$ cat src/rtl/hms_pkg.sv
// Package: shared codes, field widths and item types for the up/down timer.
`timescale 1ns / 1ps

package hms_pkg;

    // Port field widths (fixed by the channel definition).
    localparam int FRAC_W   = 16;
    localparam int SEC_W    = 6;
    localparam int MIN_W    = 6;
    localparam int HOURS_W  = 10;
    localparam int FUNC_W   = 2;
    localparam int MASK_W   = 4;
    localparam int CFG_IDX_W  = 2;
    localparam int CFG_DATA_W = 1;

    // Item function codes.
    typedef enum logic [FUNC_W-1:0] {
        FUNC_TICK = 2'd0,
        FUNC_LOAD = 2'd1,
        FUNC_RUN  = 2'd2
    } func_t;

    // Load mask bit positions.
    localparam int MASK_FRAC  = 0;
    localparam int MASK_SEC   = 1;
    localparam int MASK_MIN   = 2;
    localparam int MASK_HOURS = 3;

    // Configuration register indexes.
    localparam logic [CFG_IDX_W-1:0] CFG_COUNT_UP    = 2'd0;
    localparam logic [CFG_IDX_W-1:0] CFG_USE_CONTROL = 2'd1;

    // Time-field limits.
    localparam logic [SEC_W-1:0] SEC_LAST = 6'd59;
    localparam logic [MIN_W-1:0] MIN_LAST = 6'd59;

    typedef struct packed {
        logic count_up;
        logic use_control;
    } cfg_t;

    typedef struct packed {
        logic [FUNC_W-1:0]  func;
        logic [FRAC_W-1:0]  delta_frac;
        logic               hold_l;
        logic               trig_down;
        logic               hold_right;
        logic               trig_left;
        logic [FRAC_W-1:0]  load_frac;
        logic [SEC_W-1:0]   load_sec;
        logic [MIN_W-1:0]   load_min;
        logic [HOURS_W-1:0] load_hours;
        logic [MASK_W-1:0]  load_mask;
        logic               run_value;
    } item_t;

endpackage

$ cat src/rtl/hms_if.sv
// Interfaces: command, result and configuration channels of the timer.
`timescale 1ns / 1ps

interface hms_cmd_if;
    logic                        valid;
    logic                        ready;
    logic [hms_pkg::FUNC_W-1:0]  func;
    logic [hms_pkg::FRAC_W-1:0]  delta_frac;
    logic                        hold_l;
    logic                        trig_down;
    logic                        hold_right;
    logic                        trig_left;
    logic [hms_pkg::FRAC_W-1:0]  load_frac;
    logic [hms_pkg::SEC_W-1:0]   load_sec;
    logic [hms_pkg::MIN_W-1:0]   load_min;
    logic [hms_pkg::HOURS_W-1:0] load_hours;
    logic [hms_pkg::MASK_W-1:0]  load_mask;
    logic                        run_value;

    modport source (
        output valid, func, delta_frac, hold_l, trig_down, hold_right, trig_left,
               load_frac, load_sec, load_min, load_hours, load_mask, run_value,
        input  ready
    );
    modport sink (
        input  valid, func, delta_frac, hold_l, trig_down, hold_right, trig_left,
               load_frac, load_sec, load_min, load_hours, load_mask, run_value,
        output ready
    );
endinterface

interface hms_res_if;
    logic                        valid;
    logic                        ready;
    logic [hms_pkg::FRAC_W-1:0]  frac_now;
    logic [hms_pkg::SEC_W-1:0]   sec_now;
    logic [hms_pkg::MIN_W-1:0]   min_now;
    logic [hms_pkg::HOURS_W-1:0] hours_now;
    logic                        running;

    modport source (
        output valid, frac_now, sec_now, min_now, hours_now, running,
        input  ready
    );
    modport sink (
        input  valid, frac_now, sec_now, min_now, hours_now, running,
        output ready
    );
endinterface

interface hms_cfg_if;
    logic                           valid;
    logic                           ready;
    logic [hms_pkg::CFG_IDX_W-1:0]  index;
    logic [hms_pkg::CFG_DATA_W-1:0] data;

    modport source (output valid, index, data, input ready);
    modport sink   (input valid, index, data, output ready);
endinterface

$ cat src/rtl/hms_step.sv
// Next-state logic: controls, tick carry, loads and run flag for one item.
`timescale 1ns / 1ps

module hms_step #(
    parameter int FRAC_BITS = 16,
    parameter int HOUR_BITS = 10
) (
    input  hms_pkg::cfg_t                cfg,
    input  hms_pkg::item_t               item,
    input  logic [FRAC_BITS-1:0]         cur_frac,
    input  logic [hms_pkg::SEC_W-1:0]    cur_sec,
    input  logic [hms_pkg::MIN_W-1:0]    cur_min,
    input  logic [HOUR_BITS-1:0]         cur_hours,
    input  logic                         cur_run,
    output logic [FRAC_BITS-1:0]         nxt_frac,
    output logic [hms_pkg::SEC_W-1:0]    nxt_sec,
    output logic [hms_pkg::MIN_W-1:0]    nxt_min,
    output logic [HOUR_BITS-1:0]         nxt_hours,
    output logic                         nxt_run
);

    typedef struct packed {
        logic [hms_pkg::SEC_W-1:0] sec;
        logic [hms_pkg::MIN_W-1:0] min;
        logic [HOUR_BITS-1:0]      hours;
    } hms_t;

    // Step up one second; hold at the top of the hours range.
    function automatic hms_t step_up(input hms_t t);
        hms_t r;
        r = t;
        if (t.sec < hms_pkg::SEC_LAST) begin
            r.sec = t.sec + 1'b1;
        end else if (t.min < hms_pkg::MIN_LAST) begin
            r.sec = '0;
            r.min = t.min + 1'b1;
        end else if (t.hours != '1) begin
            r.sec   = '0;
            r.min   = '0;
            r.hours = t.hours + 1'b1;
        end
        return r;
    endfunction

    // Step down one second; leave an all-zero time alone.
    function automatic hms_t step_down(input hms_t t);
        hms_t r;
        r = t;
        if (t.sec != '0) begin
            r.sec = t.sec - 1'b1;
        end else if (t.min != '0) begin
            r.sec = hms_pkg::SEC_LAST;
            r.min = t.min - 1'b1;
        end else if (t.hours != '0) begin
            r.sec   = hms_pkg::SEC_LAST;
            r.min   = hms_pkg::MIN_LAST;
            r.hours = t.hours - 1'b1;
        end
        return r;
    endfunction

    always_comb
    begin
        hms_t               t;
        logic [FRAC_BITS-1:0] f;
        logic               r;
        logic [FRAC_BITS:0] sum;

        t   = '{sec: cur_sec, min: cur_min, hours: cur_hours};
        f   = cur_frac;
        r   = cur_run;
        sum = '0;

        case (item.func)
            hms_pkg::FUNC_TICK:
            begin
                if (cfg.use_control) begin
                    if (item.hold_l) begin
                        if (item.trig_down) begin
                            f = '0;
                            t = '0;
                        end
                    end else begin
                        if (item.hold_right) begin
                            f = '0;
                            t = step_up(t);
                        end
                        if (item.trig_left) begin
                            f = '0;
                            if (t.min != '0) begin
                                t = step_down(t);
                            end
                        end
                    end
                end
                if (r) begin
                    sum = {1'b0, f} + {1'b0, FRAC_BITS'(item.delta_frac)};
                    f   = sum[FRAC_BITS-1:0];
                    if (sum[FRAC_BITS]) begin
                        if (cfg.count_up) begin
                            t = step_up(t);
                        end else if (t == '0) begin
                            // countdown expired: stop at zero
                            f = '0;
                            r = 1'b0;
                        end else begin
                            t = step_down(t);
                        end
                    end
                end
            end
            hms_pkg::FUNC_LOAD:
            begin
                if (item.load_mask[hms_pkg::MASK_FRAC])  f = FRAC_BITS'(item.load_frac);
                if (item.load_mask[hms_pkg::MASK_SEC])   t.sec = item.load_sec;
                if (item.load_mask[hms_pkg::MASK_MIN])   t.min = item.load_min;
                if (item.load_mask[hms_pkg::MASK_HOURS]) t.hours = HOUR_BITS'(item.load_hours);
            end
            hms_pkg::FUNC_RUN:
            begin
                r = item.run_value;
            end
            default:
            begin
            end
        endcase

        nxt_frac  = f;
        nxt_sec   = t.sec;
        nxt_min   = t.min;
        nxt_hours = t.hours;
        nxt_run   = r;
    end

endmodule

$ cat src/rtl/hms_up_down_timer.sv
// Top level: hours/minutes/seconds up/down timer with command register.
`timescale 1ns / 1ps

// Channel | Role | Moves
// --------+------+---------------------------------------------------------
// cmd     | sink | one item: tick, load under mask, or set running flag
// res     | src  | one item per command: time and running flag after it
// cfg     | sink | register write: index 0 count_up, index 1 use_control
//
// A command item passes a command register, then next-state logic that writes
// the time registers, which also serve as the result register. Throughput is
// one item per cycle unless the result side stalls; each result is valid the
// cycle after its item advances. The command register accepts a new item
// while a result waits, so a stalled result side fills at most one extra item
// before cmd.ready drops. Reset (rst_n low, asynchronous) clears the time,
// stops the timer, sets count_up and clears use_control. cfg is always ready.

module hms_up_down_timer #(
    parameter int FRAC_BITS = 16,
    parameter int HOUR_BITS = 10
) (
    input  logic              clk,
    input  logic              rst_n,
    hms_cmd_if.sink           cmd,
    hms_res_if.source         res,
    hms_cfg_if.sink           cfg
);

    // Configuration registers.
    logic count_up_reg;
    logic use_control_reg;
    hms_pkg::cfg_t cfg_bits;

    // Command register.
    logic           pipe_valid_reg;
    logic           pipe_valid_next;
    hms_pkg::item_t item_reg;

    // Time state, doubling as the result register.
    logic                      res_valid_reg;
    logic                      res_valid_next;
    logic [FRAC_BITS-1:0]      frac_reg;
    logic [FRAC_BITS-1:0]      frac_next;
    logic [hms_pkg::SEC_W-1:0] sec_reg;
    logic [hms_pkg::SEC_W-1:0] sec_next;
    logic [hms_pkg::MIN_W-1:0] min_reg;
    logic [hms_pkg::MIN_W-1:0] min_next;
    logic [HOUR_BITS-1:0]      hours_reg;
    logic [HOUR_BITS-1:0]      hours_next;
    logic                      run_reg;
    logic                      run_next;

    logic cmd_take;
    logic advance;

    // The source must issue configuration writes only while idle (not enforced here); take them at once.
    assign cfg.ready = 1'b1;

    always_ff @(posedge clk or negedge rst_n)
    begin
        if (!rst_n) begin
            count_up_reg    <= 1'b1;
            use_control_reg <= 1'b0;
        end else if (cfg.valid) begin
            case (cfg.index)
                hms_pkg::CFG_COUNT_UP:    count_up_reg    <= cfg.data[0];
                hms_pkg::CFG_USE_CONTROL: use_control_reg <= cfg.data[0];
                default:
                begin
                end
            endcase
        end
    end

    assign cfg_bits = '{count_up: count_up_reg, use_control: use_control_reg};

    // Advance the held item into the time registers once the result slot
    // is empty or its item is being taken this cycle.
    assign advance   = pipe_valid_reg && (!res_valid_reg || res.ready);
    assign cmd.ready = !pipe_valid_reg || advance;
    assign cmd_take  = cmd.valid && cmd.ready;

    always_comb
    begin
        pipe_valid_next = pipe_valid_reg;
        if (cmd_take) begin
            pipe_valid_next = 1'b1;
        end else if (advance) begin
            pipe_valid_next = 1'b0;
        end

        res_valid_next = res_valid_reg;
        if (advance) begin
            res_valid_next = 1'b1;
        end else if (res.ready) begin
            res_valid_next = 1'b0;
        end
    end

    always_ff @(posedge clk or negedge rst_n)
    begin
        if (!rst_n) begin
            pipe_valid_reg <= 1'b0;
            res_valid_reg  <= 1'b0;
        end else begin
            pipe_valid_reg <= pipe_valid_next;
            res_valid_reg  <= res_valid_next;
        end
    end

    // Capture the command payload; no reset needed.
    always_ff @(posedge clk)
    begin
        if (cmd_take) begin
            item_reg <= '{
                func:       cmd.func,
                delta_frac: cmd.delta_frac,
                hold_l:     cmd.hold_l,
                trig_down:  cmd.trig_down,
                hold_right: cmd.hold_right,
                trig_left:  cmd.trig_left,
                load_frac:  cmd.load_frac,
                load_sec:   cmd.load_sec,
                load_min:   cmd.load_min,
                load_hours: cmd.load_hours,
                load_mask:  cmd.load_mask,
                run_value:  cmd.run_value
            };
        end
    end

    hms_step #(
        .FRAC_BITS (FRAC_BITS),
        .HOUR_BITS (HOUR_BITS)
    ) u_step (
        .cfg       (cfg_bits),
        .item      (item_reg),
        .cur_frac  (frac_reg),
        .cur_sec   (sec_reg),
        .cur_min   (min_reg),
        .cur_hours (hours_reg),
        .cur_run   (run_reg),
        .nxt_frac  (frac_next),
        .nxt_sec   (sec_next),
        .nxt_min   (min_next),
        .nxt_hours (hours_next),
        .nxt_run   (run_next)
    );

    // Time is architectural state, so it resets to zero and stopped.
    always_ff @(posedge clk or negedge rst_n)
    begin
        if (!rst_n) begin
            frac_reg  <= '0;
            sec_reg   <= '0;
            min_reg   <= '0;
            hours_reg <= '0;
            run_reg   <= 1'b0;
        end else if (advance) begin
            frac_reg  <= frac_next;
            sec_reg   <= sec_next;
            min_reg   <= min_next;
            hours_reg <= hours_next;
            run_reg   <= run_next;
        end
    end

    // Drive the result from the time registers, fitted to the port widths.
    assign res.valid     = res_valid_reg;
    assign res.frac_now  = hms_pkg::FRAC_W'(frac_reg);
    assign res.sec_now   = sec_reg;
    assign res.min_now   = min_reg;
    assign res.hours_now = hms_pkg::HOURS_W'(hours_reg);
    assign res.running   = run_reg;

`ifndef SYNTH
    // Command side only stalls when both stages are full and output stalls.
    assert property (@(posedge clk) disable iff (!rst_n)
        !cmd.ready |-> (pipe_valid_reg && res_valid_reg && !res.ready))
        else $error("cmd.ready low without a full stalled pipeline");

    // Every advance produces a pending result next cycle.
    assert property (@(posedge clk) disable iff (!rst_n)
        advance |=> res_valid_reg)
        else $error("advanced item did not reach the result register");

    // A held item that does not advance stays held.
    assert property (@(posedge clk) disable iff (!rst_n)
        (pipe_valid_reg && !advance) |=> pipe_valid_reg)
        else $error("held command item lost");

    // Time state changes only when an item advances.
    assert property (@(posedge clk) disable iff (!rst_n)
        !advance |=> $stable({frac_reg, sec_reg, min_reg, hours_reg, run_reg}))
        else $error("time state changed without an item");
`endif

endmodule
$ cat src/flat_wrapper.sv
// flat-port wrapper written by rule: the top's interface ports become plain ports
module hms_up_down_timer_flat 
#(
    parameter int FRAC_BITS = 16,
    parameter int HOUR_BITS = 10
)
  (clk, rst_n, cmd_valid, cmd_func, cmd_delta_frac, cmd_hold_l, cmd_trig_down, cmd_hold_right, cmd_trig_left, cmd_load_frac, cmd_load_sec, cmd_load_min, cmd_load_hours, cmd_load_mask, cmd_run_value, cmd_ready, res_valid, res_frac_now, res_sec_now, res_min_now, res_hours_now, res_running, res_ready, cfg_valid, cfg_index, cfg_data, cfg_ready);
  hms_cmd_if cmd_i ();
  hms_res_if res_i ();
  hms_cfg_if cfg_i ();
  input  logic clk;
  input  logic rst_n;
  input wire logic [$bits(cmd_i.valid)-1:0] cmd_valid;
  input wire logic [$bits(cmd_i.func)-1:0] cmd_func;
  input wire logic [$bits(cmd_i.delta_frac)-1:0] cmd_delta_frac;
  input wire logic [$bits(cmd_i.hold_l)-1:0] cmd_hold_l;
  input wire logic [$bits(cmd_i.trig_down)-1:0] cmd_trig_down;
  input wire logic [$bits(cmd_i.hold_right)-1:0] cmd_hold_right;
  input wire logic [$bits(cmd_i.trig_left)-1:0] cmd_trig_left;
  input wire logic [$bits(cmd_i.load_frac)-1:0] cmd_load_frac;
  input wire logic [$bits(cmd_i.load_sec)-1:0] cmd_load_sec;
  input wire logic [$bits(cmd_i.load_min)-1:0] cmd_load_min;
  input wire logic [$bits(cmd_i.load_hours)-1:0] cmd_load_hours;
  input wire logic [$bits(cmd_i.load_mask)-1:0] cmd_load_mask;
  input wire logic [$bits(cmd_i.run_value)-1:0] cmd_run_value;
  output wire logic [$bits(cmd_i.ready)-1:0] cmd_ready;
  output wire logic [$bits(res_i.valid)-1:0] res_valid;
  output wire logic [$bits(res_i.frac_now)-1:0] res_frac_now;
  output wire logic [$bits(res_i.sec_now)-1:0] res_sec_now;
  output wire logic [$bits(res_i.min_now)-1:0] res_min_now;
  output wire logic [$bits(res_i.hours_now)-1:0] res_hours_now;
  output wire logic [$bits(res_i.running)-1:0] res_running;
  input wire logic [$bits(res_i.ready)-1:0] res_ready;
  input wire logic [$bits(cfg_i.valid)-1:0] cfg_valid;
  input wire logic [$bits(cfg_i.index)-1:0] cfg_index;
  input wire logic [$bits(cfg_i.data)-1:0] cfg_data;
  output wire logic [$bits(cfg_i.ready)-1:0] cfg_ready;
  assign cmd_i.valid = cmd_valid;
  assign cmd_i.func = cmd_func;
  assign cmd_i.delta_frac = cmd_delta_frac;
  assign cmd_i.hold_l = cmd_hold_l;
  assign cmd_i.trig_down = cmd_trig_down;
  assign cmd_i.hold_right = cmd_hold_right;
  assign cmd_i.trig_left = cmd_trig_left;
  assign cmd_i.load_frac = cmd_load_frac;
  assign cmd_i.load_sec = cmd_load_sec;
  assign cmd_i.load_min = cmd_load_min;
  assign cmd_i.load_hours = cmd_load_hours;
  assign cmd_i.load_mask = cmd_load_mask;
  assign cmd_i.run_value = cmd_run_value;
  assign cmd_ready = cmd_i.ready;
  assign res_valid = res_i.valid;
  assign res_frac_now = res_i.frac_now;
  assign res_sec_now = res_i.sec_now;
  assign res_min_now = res_i.min_now;
  assign res_hours_now = res_i.hours_now;
  assign res_running = res_i.running;
  assign res_i.ready = res_ready;
  assign cfg_i.valid = cfg_valid;
  assign cfg_i.index = cfg_index;
  assign cfg_i.data = cfg_data;
  assign cfg_ready = cfg_i.ready;
  hms_up_down_timer #(.FRAC_BITS(FRAC_BITS), .HOUR_BITS(HOUR_BITS)) u_core (.clk(clk), .rst_n(rst_n), .cmd(cmd_i), .res(res_i), .cfg(cfg_i));
endmodule
$ cat config.mk
export PLATFORM = sky130hd
export DESIGN_NAME = hms_up_down_timer_flat
export DESIGN_NICKNAME = d
export VERILOG_FILES = /design/src/rtl/hms_pkg.sv /design/src/rtl/hms_if.sv /design/src/rtl/hms_step.sv /design/src/rtl/hms_up_down_timer.sv /design/src/flat_wrapper.sv
export SDC_FILE = /design/constraint.sdc
export NUM_CORES = 1
export LEC_CHECK = 0
export BUFFER_PORTS_ARGS = -buffer_cell sky130_fd_sc_hd__clkbuf_2
export CELL_PAD_IN_SITES_DETAIL_PLACEMENT = 0
export CELL_PAD_IN_SITES_GLOBAL_PLACEMENT = 1
export CORE_ASPECT_RATIO = 1.75
export CORE_MARGIN = 5
export CORE_UTILIZATION = 48
export DETAILED_ROUTE_END_ITERATION = 8
export PLACE_DENSITY_LB_ADDON = 0.12
export RECOVER_POWER = 100
export SYNTH_ARGS = -nofsm -noshare
export SYNTH_HDL_FRONTEND = slang
export SYNTH_SLANG_ARGS = --single-unit
$ cat constraint.sdc
create_clock -name clk -period 9.7 [get_ports clk]
set_input_delay 0.485 -clock clk [delete_from_list [all_inputs] [get_ports clk]]
set_output_delay 0.485 -clock clk [all_outputs]
set_load 0.02 [all_outputs]
### After elaboration in Yosys (flattened, before gate mapping)

Cells that the tools add are included.

| word-level totals | value |
|---|---|
| word-level logic and storage cells | 127 |
| bits in registers | 108 |

| cells by class | value |
|---|---|
| equality and inequality tests | 9 |
| order comparisons | 4 |
| reduce and logical (&&, ||, !) cells | 25 |
| mux-type cells | 56 |
| add/sub/neg operators | 12 |

Operators with widths:

| kind | number |
|---|---|
| $mux 22 | 17 |
| $mux 16 | 15 |
| $pmux 22 s2 | 1 |
| $mux 10 | 4 |
| $mux 12 | 3 |
| $mux 6 | 6 |
| $pmux 16 s2 | 1 |
| $add 6x1->6 const B | 4 |
| $lt 6x6->1 const B | 4 |
| $reduce_bool 6->1 | 4 |
| $sub 6x1->6 const B | 4 |
| $logic_not 22->1 | 1 |
| $add 10x1->10 const B | 2 |
| $ne 10x10->1 const B | 2 |
| $add 16x16->17 | 1 |
| $reduce_and 3->1 | 4 |
| $reduce_bool 10->1 | 1 |
| $sub 10x1->10 const B | 1 |
| $mux 1 | 8 |
| $ne 2x1->1 const B | 4 |
| $reduce_bool 2->1 | 4 |
| $reduce_and 2->1 | 3 |
| $eq 2x1->1 const B | 2 |
| $logic_not 2->1 | 2 |
| 5 further kinds | 8 |

### Logic depth before layout (Yosys ltp)

Gate-level depths: netlist (run 1).

| logic depth | value |
|---|---|
| depth after elaboration | 24 |
| depth in mapped cells | 22 |
| depth with buffers taken out | 20 |

### By module

A second synthesis (run 1) with hierarchy kept.

| unflattened totals | value |
|---|---|
| cells, all modules | 859 |
| area total of the unflattened synthesis | 8,115.3 um^2 |

Modules (own cells, without submodules):

| module | instances | area an instance (um^2) | sequential area each (um^2) | cells each |
|---|---|---|---|---|
| hms_step | 1 | 4,478.0 | 0.0 | 696 |
| hms_up_down_timer | 1 | 3,637.2 | 3,029.2 | 163 |

### Worst setup path before layout (run 1)

No wires, ideal clock.

| timing | value |
|---|---|
| path kind | reg-to-reg |
| start | reg u_core.hours_reg[0] (netlist: u_core.res.hours_now[0]) |
| end | reg u_core.hours_reg[7] (netlist: u_core.res.hours_now[7]) |
| stages on the path, launching flop included | 22 |
| setup slack | 4,961 ps |
| arrival | 4,670 ps |
| required time | 9,630 ps |
| cells stage by stage | dfrtp_1 > ha_1 > nand4_2 > or3_1 > buf_6 > o21ai_0 > nand2_1 > o31ai_1 > inv_1 > ha_1 > nand3b_1 > o21ai_0 > mux2i_1 > a22o_1 > inv_1 > ha_1 > o2111a_1 > nor4b_4 > nand3_2 > o32a_1 > or4_1 > nand3_1 |

| between the ends | value |
|---|---|
| word-level cells in the longest chain between the ends | 23 |
| elaborated cells between the ends (all ways) | 43 |

RTL lines:

| what | line | text |
|---|---|---|
| from (decl) | hms_up_down_timer.sv:48 | `logic [HOUR_BITS-1:0] hours_reg;` |
| from (signal assigned) | hms_up_down_timer.sv:163 | `hours_reg <= hours_next;` |
| $add 10x1->10 / $ne 10x10->1 (equally long branches) | hms_step.sv:40, hms_step.sv:37 |  |
| $mux 22 | hms_step.sv:37 | `end else if (t.hours != '1) begin` |
| $mux 10 / $mux 12 (equally long branches) | hms_step.sv:34 | `end else if (t.min < hms_pkg::MIN_LAST) begin` |
| $mux 16 / $mux 6 (equally long branches) | hms_step.sv:32 | `if (t.sec < hms_pkg::SEC_LAST) begin` |
| $mux 22 | hms_step.sv:84 | `if (item.hold_right) begin` |
| $mux 22 | hms_step.sv:78 | `if (item.hold_l) begin` |
| $mux 22 | hms_step.sv:77 | `if (cfg.use_control) begin` |
| $mux 22 | hms_step.sv:74 | `case (item.func)` |
| [... 7 more ...] | - |  |
| $mux 22 / $reduce_bool 6->1 (equally long branches) | hms_step.sv:54, hms_step.sv:51 |  |
| $mux 10 | hms_step.sv:51 | `end else if (t.min != '0) begin` |
| $mux 16 | hms_step.sv:49 | `if (t.sec != '0) begin` |
| $mux 22 | hms_step.sv:102 | `end else if (t == '0) begin` |
| $mux 22 | hms_step.sv:100 | `if (cfg.count_up) begin` |
| $mux 22 | hms_step.sv:99 | `if (sum[FRAC_BITS]) begin` |
| $mux 22 (*) | hms_step.sv:96 | `if (r) begin` |
| $pmux 22 s2 (*) | hms_step.sv:74 |  |

Mark *: on every way between the ends. The rest lies on a longest branch, timed or not. The select of a mux whose other input is x is not followed.
A chain may end at the register's enable or synchronous reset.

### Final worst setup path (run 1)

| timing | value |
|---|---|
| start | reg u_core.hours_reg[0] (netlist: u_core.res.hours_now[0]) |
| end | reg u_core.frac_reg[4] (netlist: u_core.res.frac_now[4]) |

| between the ends | value |
|---|---|
| word-level cells in the longest chain between the ends | 21 |
| elaborated cells between the ends (all ways) | 29 |

RTL lines:

| what | line | text |
|---|---|---|
| $ne 10x10->1 | hms_step.sv:37 |  |
| $mux 22 | hms_step.sv:37 |  |
| $mux 12 | hms_step.sv:34 |  |
| $mux 16 / $mux 6 (equally long branches) | hms_step.sv:32 |  |
| $mux 22 | hms_step.sv:84 |  |
| $mux 22 | hms_step.sv:78 |  |
| $mux 22 | hms_step.sv:77 |  |
| $mux 22 | hms_step.sv:74 |  |
| [... 5 more ...] | - |  |
| $mux 22 (*) | hms_step.sv:77 |  |
| $mux 22 (*) | hms_step.sv:74 |  |
| $logic_not 22->1 (*) | hms_step.sv:102 |  |
| $mux 16 (*) | hms_step.sv:102 |  |
| $mux 16 (*) | hms_step.sv:100 |  |
| $mux 16 (*) | hms_step.sv:99 |  |
| $mux 16 (*) | hms_step.sv:96 |  |
| $pmux 16 s2 (*) | hms_step.sv:74 |  |
| to (signal assigned) | hms_up_down_timer.sv:160 | `frac_reg <= frac_next;` |
| to (decl) | hms_up_down_timer.sv:42 | `logic [FRAC_BITS-1:0] frac_reg;` |

Marked as above.

==> results of run 1 <==
[power breakdown]
part	internal (mW)	total, mW	switching (mW)
combinational	0.371	1.04	0.666
clock	0.181	0.371	0.190
sequential	0.578	0.712	0.134
total	1.13	2.12	0.990
[cell type report]
type	count	area (sq um)	area share
Multi-Input combinational cell	656	4380	0.508
Sequential cell	108	3030	0.352
Timing Repair Buffer	125	587	0.0681
Tap cell	189	236	0.0274
Clock buffer	9	225	0.0261
Inverter	23	86.3	0.0100
Clock inverter	7	71.3	0.00828
[synthesized netlist by cell type, types with 12 or more instances]
master,instances
o21ai_0,61
nor4_1,12
nor3_1,18
dfrtp_1,42
a22oi_1,16
nor2_1,52
nand2_1,75
xnor2_1,16
edfxtp_1,65
ha_1,27
inv_1,23
a21oi_1,47
a31oi_1,13
and3_1,21
nand3_1,30
and2_1,27
nand2b_1,13
o31ai_1,15
nand4_1,13
clkbuf_1,23
[through the flow]
stage / util / hold slack, ns
6_report: 0.545 / 0.302
5_1_grt: 0.545 / 0.287
4_1_cts: 0.552 / 0.253
3_5_place_dp: 0.533 / 0.480
3_3_place_gp: 0.533 / 0.467
2_1_floorplan: - / 0.189
[critical path, stage by stage (launching register included)]
cell	delay, ns
dfrtp_1	0.48
ha_1	0.27
nand4_1	0.28
or3_1	0.59
o21ai_0	0.32
nand2_1	0.09
o31ai_1	0.11
inv_1	0.11
ha_1	0.24
nand3b_1	0.20
o21ai_0	0.19
xnor2_1	0.17
o21ai_0	0.27
inv_1	0.14
ha_1	0.22
o2111a_1	0.28
nor4b_1	1.12
nand2_1	0.26
o21ai_0	0.29
nand2b_1	0.53
o21ai_0	0.21
[worst paths after layout]
kind	cells after the start	from	end	slack [ns]
worst max register to register	20	u_core.res.hours_now[0]	u_core.res.frac_now[4]	3.18
worst min register to register	2	u_core.item_reg[8]	u_core.res.hours_now[3]	0.49
max in group asynchronous	2	rst_n	u_core.res.frac_now[8]	7.15
min in group asynchronous	2	rst_n	u_core.pipe_valid_reg	1.04
worst min-delay path	1	cmd_load_hours[1]	u_core.item_reg[6]	0.30
worst max-delay path	20	u_core.res.hours_now[0]	u_core.res.frac_now[4]	3.18
[cells by family after synthesis]
logic type,Yosys count,share of synthesized area
flip-flops,108,0.394
other,1,0.000488
XOR/XNOR,21,0.0239
multiplexers,10,0.0135
adder cells (fa/ha/maj),28,0.0465
AO/OA/AOI/OAI,275,0.254
AND/OR/NAND/NOR,321,0.235
buffers and inverters,60,0.0330
[per-layer routing]
layer | track usage | up-vias
li1 | - | 3378
met1 | 0.291 | 3476
met2 | 0.474 | 282
met3 | 0.0277 | 54
met4 | 0.111 | 0
met5 | 0 | -
[layout by cell type, fill, tap and decap left out, types with 5 or more instances in the layout]
cell type	instances
o21a_1	11
a32oi_1	5
xor2_1	5
or2_2	5
clkbuf_2	64
inv_1	23
o21ai_0	63
nand2_1	75
nor2_1	52
a221oi_1	5
clkbuf_16	9
nor4_1	12
a21boi_0	5
o211ai_1	8
and4_1	6
a21oi_1	48
nand3_1	30
a21o_1	8
or3_1	8
and3_1	21
buf_4	10
edfxtp_1	65
and2_1	26
xnor2_1	16
nand4_1	14
clkbuf_1	51
o31ai_1	14
a41oi_1	5
o21bai_1	6
nand2b_1	13
a32o_1	6
o22ai_1	5
nor2b_1	7
a31oi_1	13
ha_1	27
nor3_1	18
nand3b_1	5
mux2i_1	7
a22oi_1	16
dfrtp_1	42
==> key figures, run 1 <==
Status
  • Status: finished, violations left
  • Failing checks: max-capacitance violations, max-slew violations

Finish
  • Max reg flops: 65
  • Layout cells sized above 1: 0.139
  • Fin cells: 1117
  • Syn-to-layout area delta: 12.1%
  • Final instance area: 8620 sq um
  • Diode count: 0
  • Final nets: 1024
  • Number of fill cells: 1486

Placed design
  • RePlAce Congestion: 0.956
  • Placed cell count: 1101
  • Dpl cell area: 8430 sq um
  • Placement Setup Slack: 4.20 ns
  • I/O Buffers: 113
  • HPWL after detailed placement: 18400 um

CTS
  • CTS Hold Bufs: 0
  • Clk_lat worst skew: 0.35 ns
  • Num CTS Buffers: 9
  • CTS tree: built
  • H-tree levels: 3
  • Root Driver: clkbuf_16
  • # Post-CTS Setup Buffers: 0
  • Reg clk slew, reported paths: 0.08 ns
  • Max Root-Sink Buffers: 2
  • # resized after CTS: 0
  • Sink Count: 108

Timing
  • Total negative slack: 0 ns
  • FMAX: 0.153 GHz
  • Tmin final: 6.52 ns
  • Final hold violation count: 0
  • # setup viols final: 0
  • Rel. slew slack: -1.41
  • Post-route worst setup slack: 3.18 ns
  • Worst Tran Pin Value: 3.62 ns
  • Final period utilization: 0.672
  • Fin Clk Skew: 0.00726 ns
  • RSZ-0062 raised after global routing: false
  • Fin. max-slew vios: 110

Routing
  • Remaining DRCs: 0
  • Vias: 7190
  • Post-Route WL: 24000 um
  • Via density: 6.44
  • Iteration-0 DRC Markers: 491
  • Met3 wire length: 1000 um
  • Drt pass-1 iters: 6
  • WL/cell: 21.5 um
  • Met1 wire length: 9310 um
  • Post-DRT Antenna Nets: 0
  • Max layer used: met4
  • Met2 WL: 12800 um

Critical path
  • Crit path launch type: register
  • Crit-path max FO: 14
  • Crit path capture type: register
  • Critical path arrival: 6.72 ns
  • CP Data Required Time: 9.90 ns
  • WS Path Type: reg -> reg

Logic synthesis
  • Netlist cell types: 94
  • Yosys warnings: 0
  • Largest cells by area after synthesis: edfxtp_1 (25%), dfrtp_1 (14%), ha_1 (4.4%)
  • Post-synthesis sequential area ratio: 0.394
  • Post-synthesis net count: 925
  • Top FF cell, synth: edfxtp_1
  • Yosys reg bits: 108
  • Cell taking the most area after synthesis: edfxtp_1
  • Post-Syn Area per Cell: 9.33 sq um
  • Share of the synthesized area in the top cell type: 0.254
  • Cells after Synth: 824
  • EDFF count, synth: 65
  • Ys async rst share: 0.398
  • Synthesized area: 7690 sq um

Global route
  • Final global-route overflow total: 0
  • Vias in the first global route: 7330
  • Initial antenna violation count: 0
  • Total track usage: 0.255
  • First-pass GRT wire length: 37900 um
  • Largest net degree at the start of global routing: 66

Die
  • Die height: 177 um
  • Rows: 61
  • Initial Util: 0.487
  • Die X: 106 um
  • Core Box Area: 15800 sq um
  • Die ar.: 18700 sq um
  • Io pins: 115

Power
  • Tot Pwr: 2.12 mW
  • LEAKAGE: 3.33 nW
  • Worst-case vdd ir drop: 0.144 mV
  • Pwr/cell area: 246 nW/um^2

Run
  • Max_cap viols: 2

Hold path
  • Hold crit path type: in -> reg
Power figures use the tool's default switching activity.
==> run 2, diff against run 1 <==
ABC_AREA = 1   (was unset)
CORE_UTILIZATION = 42   (was 48)
clock period = 6.45 ns   (was 9.7 ns; I/O delays follow)
==> key figures, run 2 <==
CTS
  • CTS tree: built
  • Num CTS Buffers: 9 (unchanged)
  • H-tree levels: 3 (unchanged)
  • Root Driver: clkbuf_16
  • # resized after CTS: 0 (unchanged)
  • Clk_lat worst skew: 0.37 ns (+0.02 ns)
  • CTS Hold Bufs: 0 (unchanged)
  • Reg clk slew, reported paths: 0.07 ns (about the same)
  • Sink Count: 108 (unchanged)
  • Max Root-Sink Buffers: 2 (unchanged)
  • # Post-CTS Setup Buffers: 0 (unchanged)

Critical path
  • CP peak stage delay: 0.46 ns (-0.66 ns)
  • Critical path arrival: 5.50 ns (-1.22 ns)
  • R2R cell count: 30 (+50%)
  • Buffers & Inverters on Critical Path: 5 (+3)
  • Cell family with most CP delay: simple AND/OR/NAND/NOR gates
  • CP Data Required Time: 6.71 ns (-3.19 ns)
  • WS Path Type: reg -> reg
  • R2R Path End: u_core.res.hours_now[9]
  • Crit path launch type: register
  • R2R Path Start: u_core.res.min_now[1]
  • Reg-to-reg slack, setup: 1.21 ns (-1.97 ns)
  • Crit-path max FO: 12 (-2)
  • Crit-path slowest cell: dfrtp_1
  • Most used cell, CP: nand2_1
  • Crit path capture type: register

Die
  • Rows: 67 (+9.8%)
  • Core Box Area: 19200 sq um (+22%)
  • Die height: 195 um (+10%)
  • Die ar.: 22600 sq um (+21%)
  • Io pins: 115 (unchanged)
  • Initial Util: 0.428 (-0.0582)
  • Die X: 116 um (+9.6%)

Placed design
  • RePlAce Congestion: 0.940 (-1.7%)
  • HPWL after detailed placement: 20400 um (+11%)
  • I/O Buffers: 113 (unchanged)

Power
  • Comb power frac: 0.572 (+0.083)
  • Tot Pwr: 3.89 mW (+83%)
  • Clk pwr share: 0.145 (-0.030)
  • LEAKAGE: 4.44 nW (+33%)
  • Worst-case vdd ir drop: 0.235 mV (+63%)
  • Power Internal: 1.89 mW (+67%)
  • Seq pwr share: 0.284 (-0.052)
  • Psw: 2.00 mW (+100%)
  • Pwr/cell area: 422 nW/um^2 (+72%)
  • Sw Ratio: 0.515 (+0.0485)

Hold path
  • Hold crit path type: in -> reg
  • Min-delay src: cmd_trig_left
  • Hold worst-path end: u_core.item_reg[43]
  • Worst hold stages: 1 (unchanged)

Routing
  • WL/cell: 17.2 um (-20%)
  • Post-DRT Antenna Nets: 0 (unchanged)
  • Drt pass-1 iters: 5 (-1)
  • Post-Route WL: 25900 um (+8.1%)
  • Vias: 7888 (+9.7%)
  • Remaining DRCs: 0 (unchanged)
  • Via density: 5.25 (-18%)
  • Iteration-0 DRC Markers: 343 (-30%)

Timing
  • Fin Clk Skew: 0.00711 ns (-0.000147 ns)
  • Total negative slack: 0 ns (unchanged)
  • Tmin final: 5.24 ns (-1.28 ns)
  • FMAX: 0.191 GHz (+24%)
  • # setup viols final: 0 (unchanged)
  • Final hold violation count: 0 (unchanged)
  • Final period utilization: 0.813 (+0.140)
  • Worst Tran Pin Value: 3.65 ns (+0.0362 ns)
  • Rel. slew slack: -1.43 (-0.0241)
  • RSZ-0062 raised after global routing: false
  • Fin. max-slew vios: 110 (unchanged)

Logic synthesis
  • Post-synthesis net count: 1254 (+36%)
  • Largest cells by area after synthesis: edfxtp_1 (24%), nand2_1 (15%), dfrtp_1 (13%)
  • Netlist cell types: 55 (-41%)
  • Synthesized area: 8230 sq um (+7.0%)
  • Cells after Synth: 1153 (+40%)
  • Ys async rst share: 0.398 (unchanged)
  • Cell taking the most area after synthesis: edfxtp_1
  • Share of the synthesized area in the top cell type: 0.237 (-0.0166)
  • Post-synthesis sequential area ratio: 0.368 (-0.0257)
  • Yosys warnings: 0 (unchanged)
  • Top FF cell, synth: edfxtp_1
  • Commonest cells post-synth: nand2_1 (335), nor2_1 (136), inv_1 (109), nand3_1 (104), edfxtp_1 (65)
  • EDFF count, synth: 65 (unchanged)
  • Yosys reg bits: 108 (unchanged)
  • Count leader, synth: nand2_1
  • Post-Syn Area per Cell: 7.13 sq um (-24%)

Global route
  • Vias in the first global route: 8163 (+11%)
  • Total track usage: 0.237 (-0.0172)
  • Initial antenna violation count: 0 (unchanged)
  • Largest net degree at the start of global routing: 74 (+12%)
  • First-pass GRT wire length: 41300 um (+9.1%)
  • Final global-route overflow total: 0 (unchanged)

Finish
  • Max reg flops: 65 (unchanged)
  • Syn-to-layout area delta: 11.9%
  • Multi-input gate area: 4530 sq um (+3.5%)
  • Number of fill cells: 2095 (+41%)
  • Layout cells sized above 1: 0.136 (-0.00272)
  • Diode count: 0 (unchanged)
  • Final nets: 1358 (+33%)
  • Most frequent cells in the layout: nand2_1 (339), nor2_1 (138), inv_1 (109)
  • FF/Latch Area: 3030 sq um (unchanged)
  • Commonest non-fill, non-tap cell in the layout: nand2_1

Status
  • Status: finished, violations left
  • Failing checks: max-capacitance violations, max-slew violations

Run
  • Max_cap viols: 2 (unchanged)
## run 2: cell types whose count changed in the layout (fill, tap and decap cells not counted), sizes merged, moves of 13 or more
cell / before / now
nor4: 17 / 3
o31ai: 17 / 2
nand2b: 13 / 0
a22oi: 16 / 0
xnor2: 16 / 2
xor2: 5 / 19
nand4: 14 / 29
nor2: 53 / 162
and3: 21 / 0
o21ai: 66 / 82
nand3: 33 / 112
and2: 27 / 2
inv: 25 / 119
nand2: 77 / 368
## run 2: metrics by stage
step | utilization | setup WS, ns | std cells | hold WS (ns) | area, sq um
floorplan | - | 2.35 | 1153 | 0.0269 | 8230
global placement | 0.470 | 1.70 | 1487 | 0.485 | 9020
detailed placement | 0.470 | 1.66 | 1487 | 0.488 | 9020
CTS | 0.485 | 1.66 | 1503 | 0.105 | 9300
global route | 0.480 | 0.609 | 1503 | 0.112 | 9210
finish | 0.480 | 1.21 | 1503 | 0.125 | 9210
## run 2: layout make-up
type	count	area share
Inverter	124	0.0514
Multi-Input combinational cell	890	0.492
Tap cell	241	0.0327
Sequential cell	108	0.329
Timing Repair Buffer	124	0.0636
Clock buffer	11	0.0253
Clock inverter	5	0.00571
## run 2: power by group through the flow
stage / clock network, mW / registers (mW) / logic, mW
2_1_floorplan: 0 / 1.18 / 1.58
3_3_place_gp: 0 / 1.12 / 2.30
3_5_place_dp: 0 / 1.12 / 2.30
4_1_cts: 0.578 / 1.11 / 2.31
5_1_grt: 0.601 / 1.13 / 2.50
6_report: 0.562 / 1.10 / 2.22
## run 2: worst max-delay path by stage
stage	slack [ns]	from	cells past startpoint	end
detailed placement	1.66	u_core.res.min_now[1]	30	u_core.res.hours_now[9]
finish	1.21	u_core.res.min_now[1]	30	u_core.res.hours_now[9]
floorplan	2.35	u_core.use_control_reg	23	u_core.res.frac_now[14]
CTS	1.66	u_core.res.min_now[1]	30	u_core.res.hours_now[9]
global placement	1.70	u_core.res.min_now[1]	30	u_core.res.hours_now[9]
global route	0.61	u_core.res.min_now[1]	30	u_core.res.hours_now[9]
## run 2: cell families after synthesis
group	after synthesis	share of synthesized area
buffers and inverters	155	0.0765
other	1	0.000456
DFF	108	0.368
AOI/OAI and AO/OA	145	0.0969
xor gates and xnor gates	21	0.0224
and+or+nand+nor	695	0.392
adders and majority gates	28	0.0435
## run 2: routing by layer
layer  global-route usage  up-vias  routed length (um)
li1                     -     3995                   -
met4                0.159        0                1850
met5                    0        -                   0
met3               0.0372       82                 856
met1                0.224     3623                8910
met2                0.450      188               14300
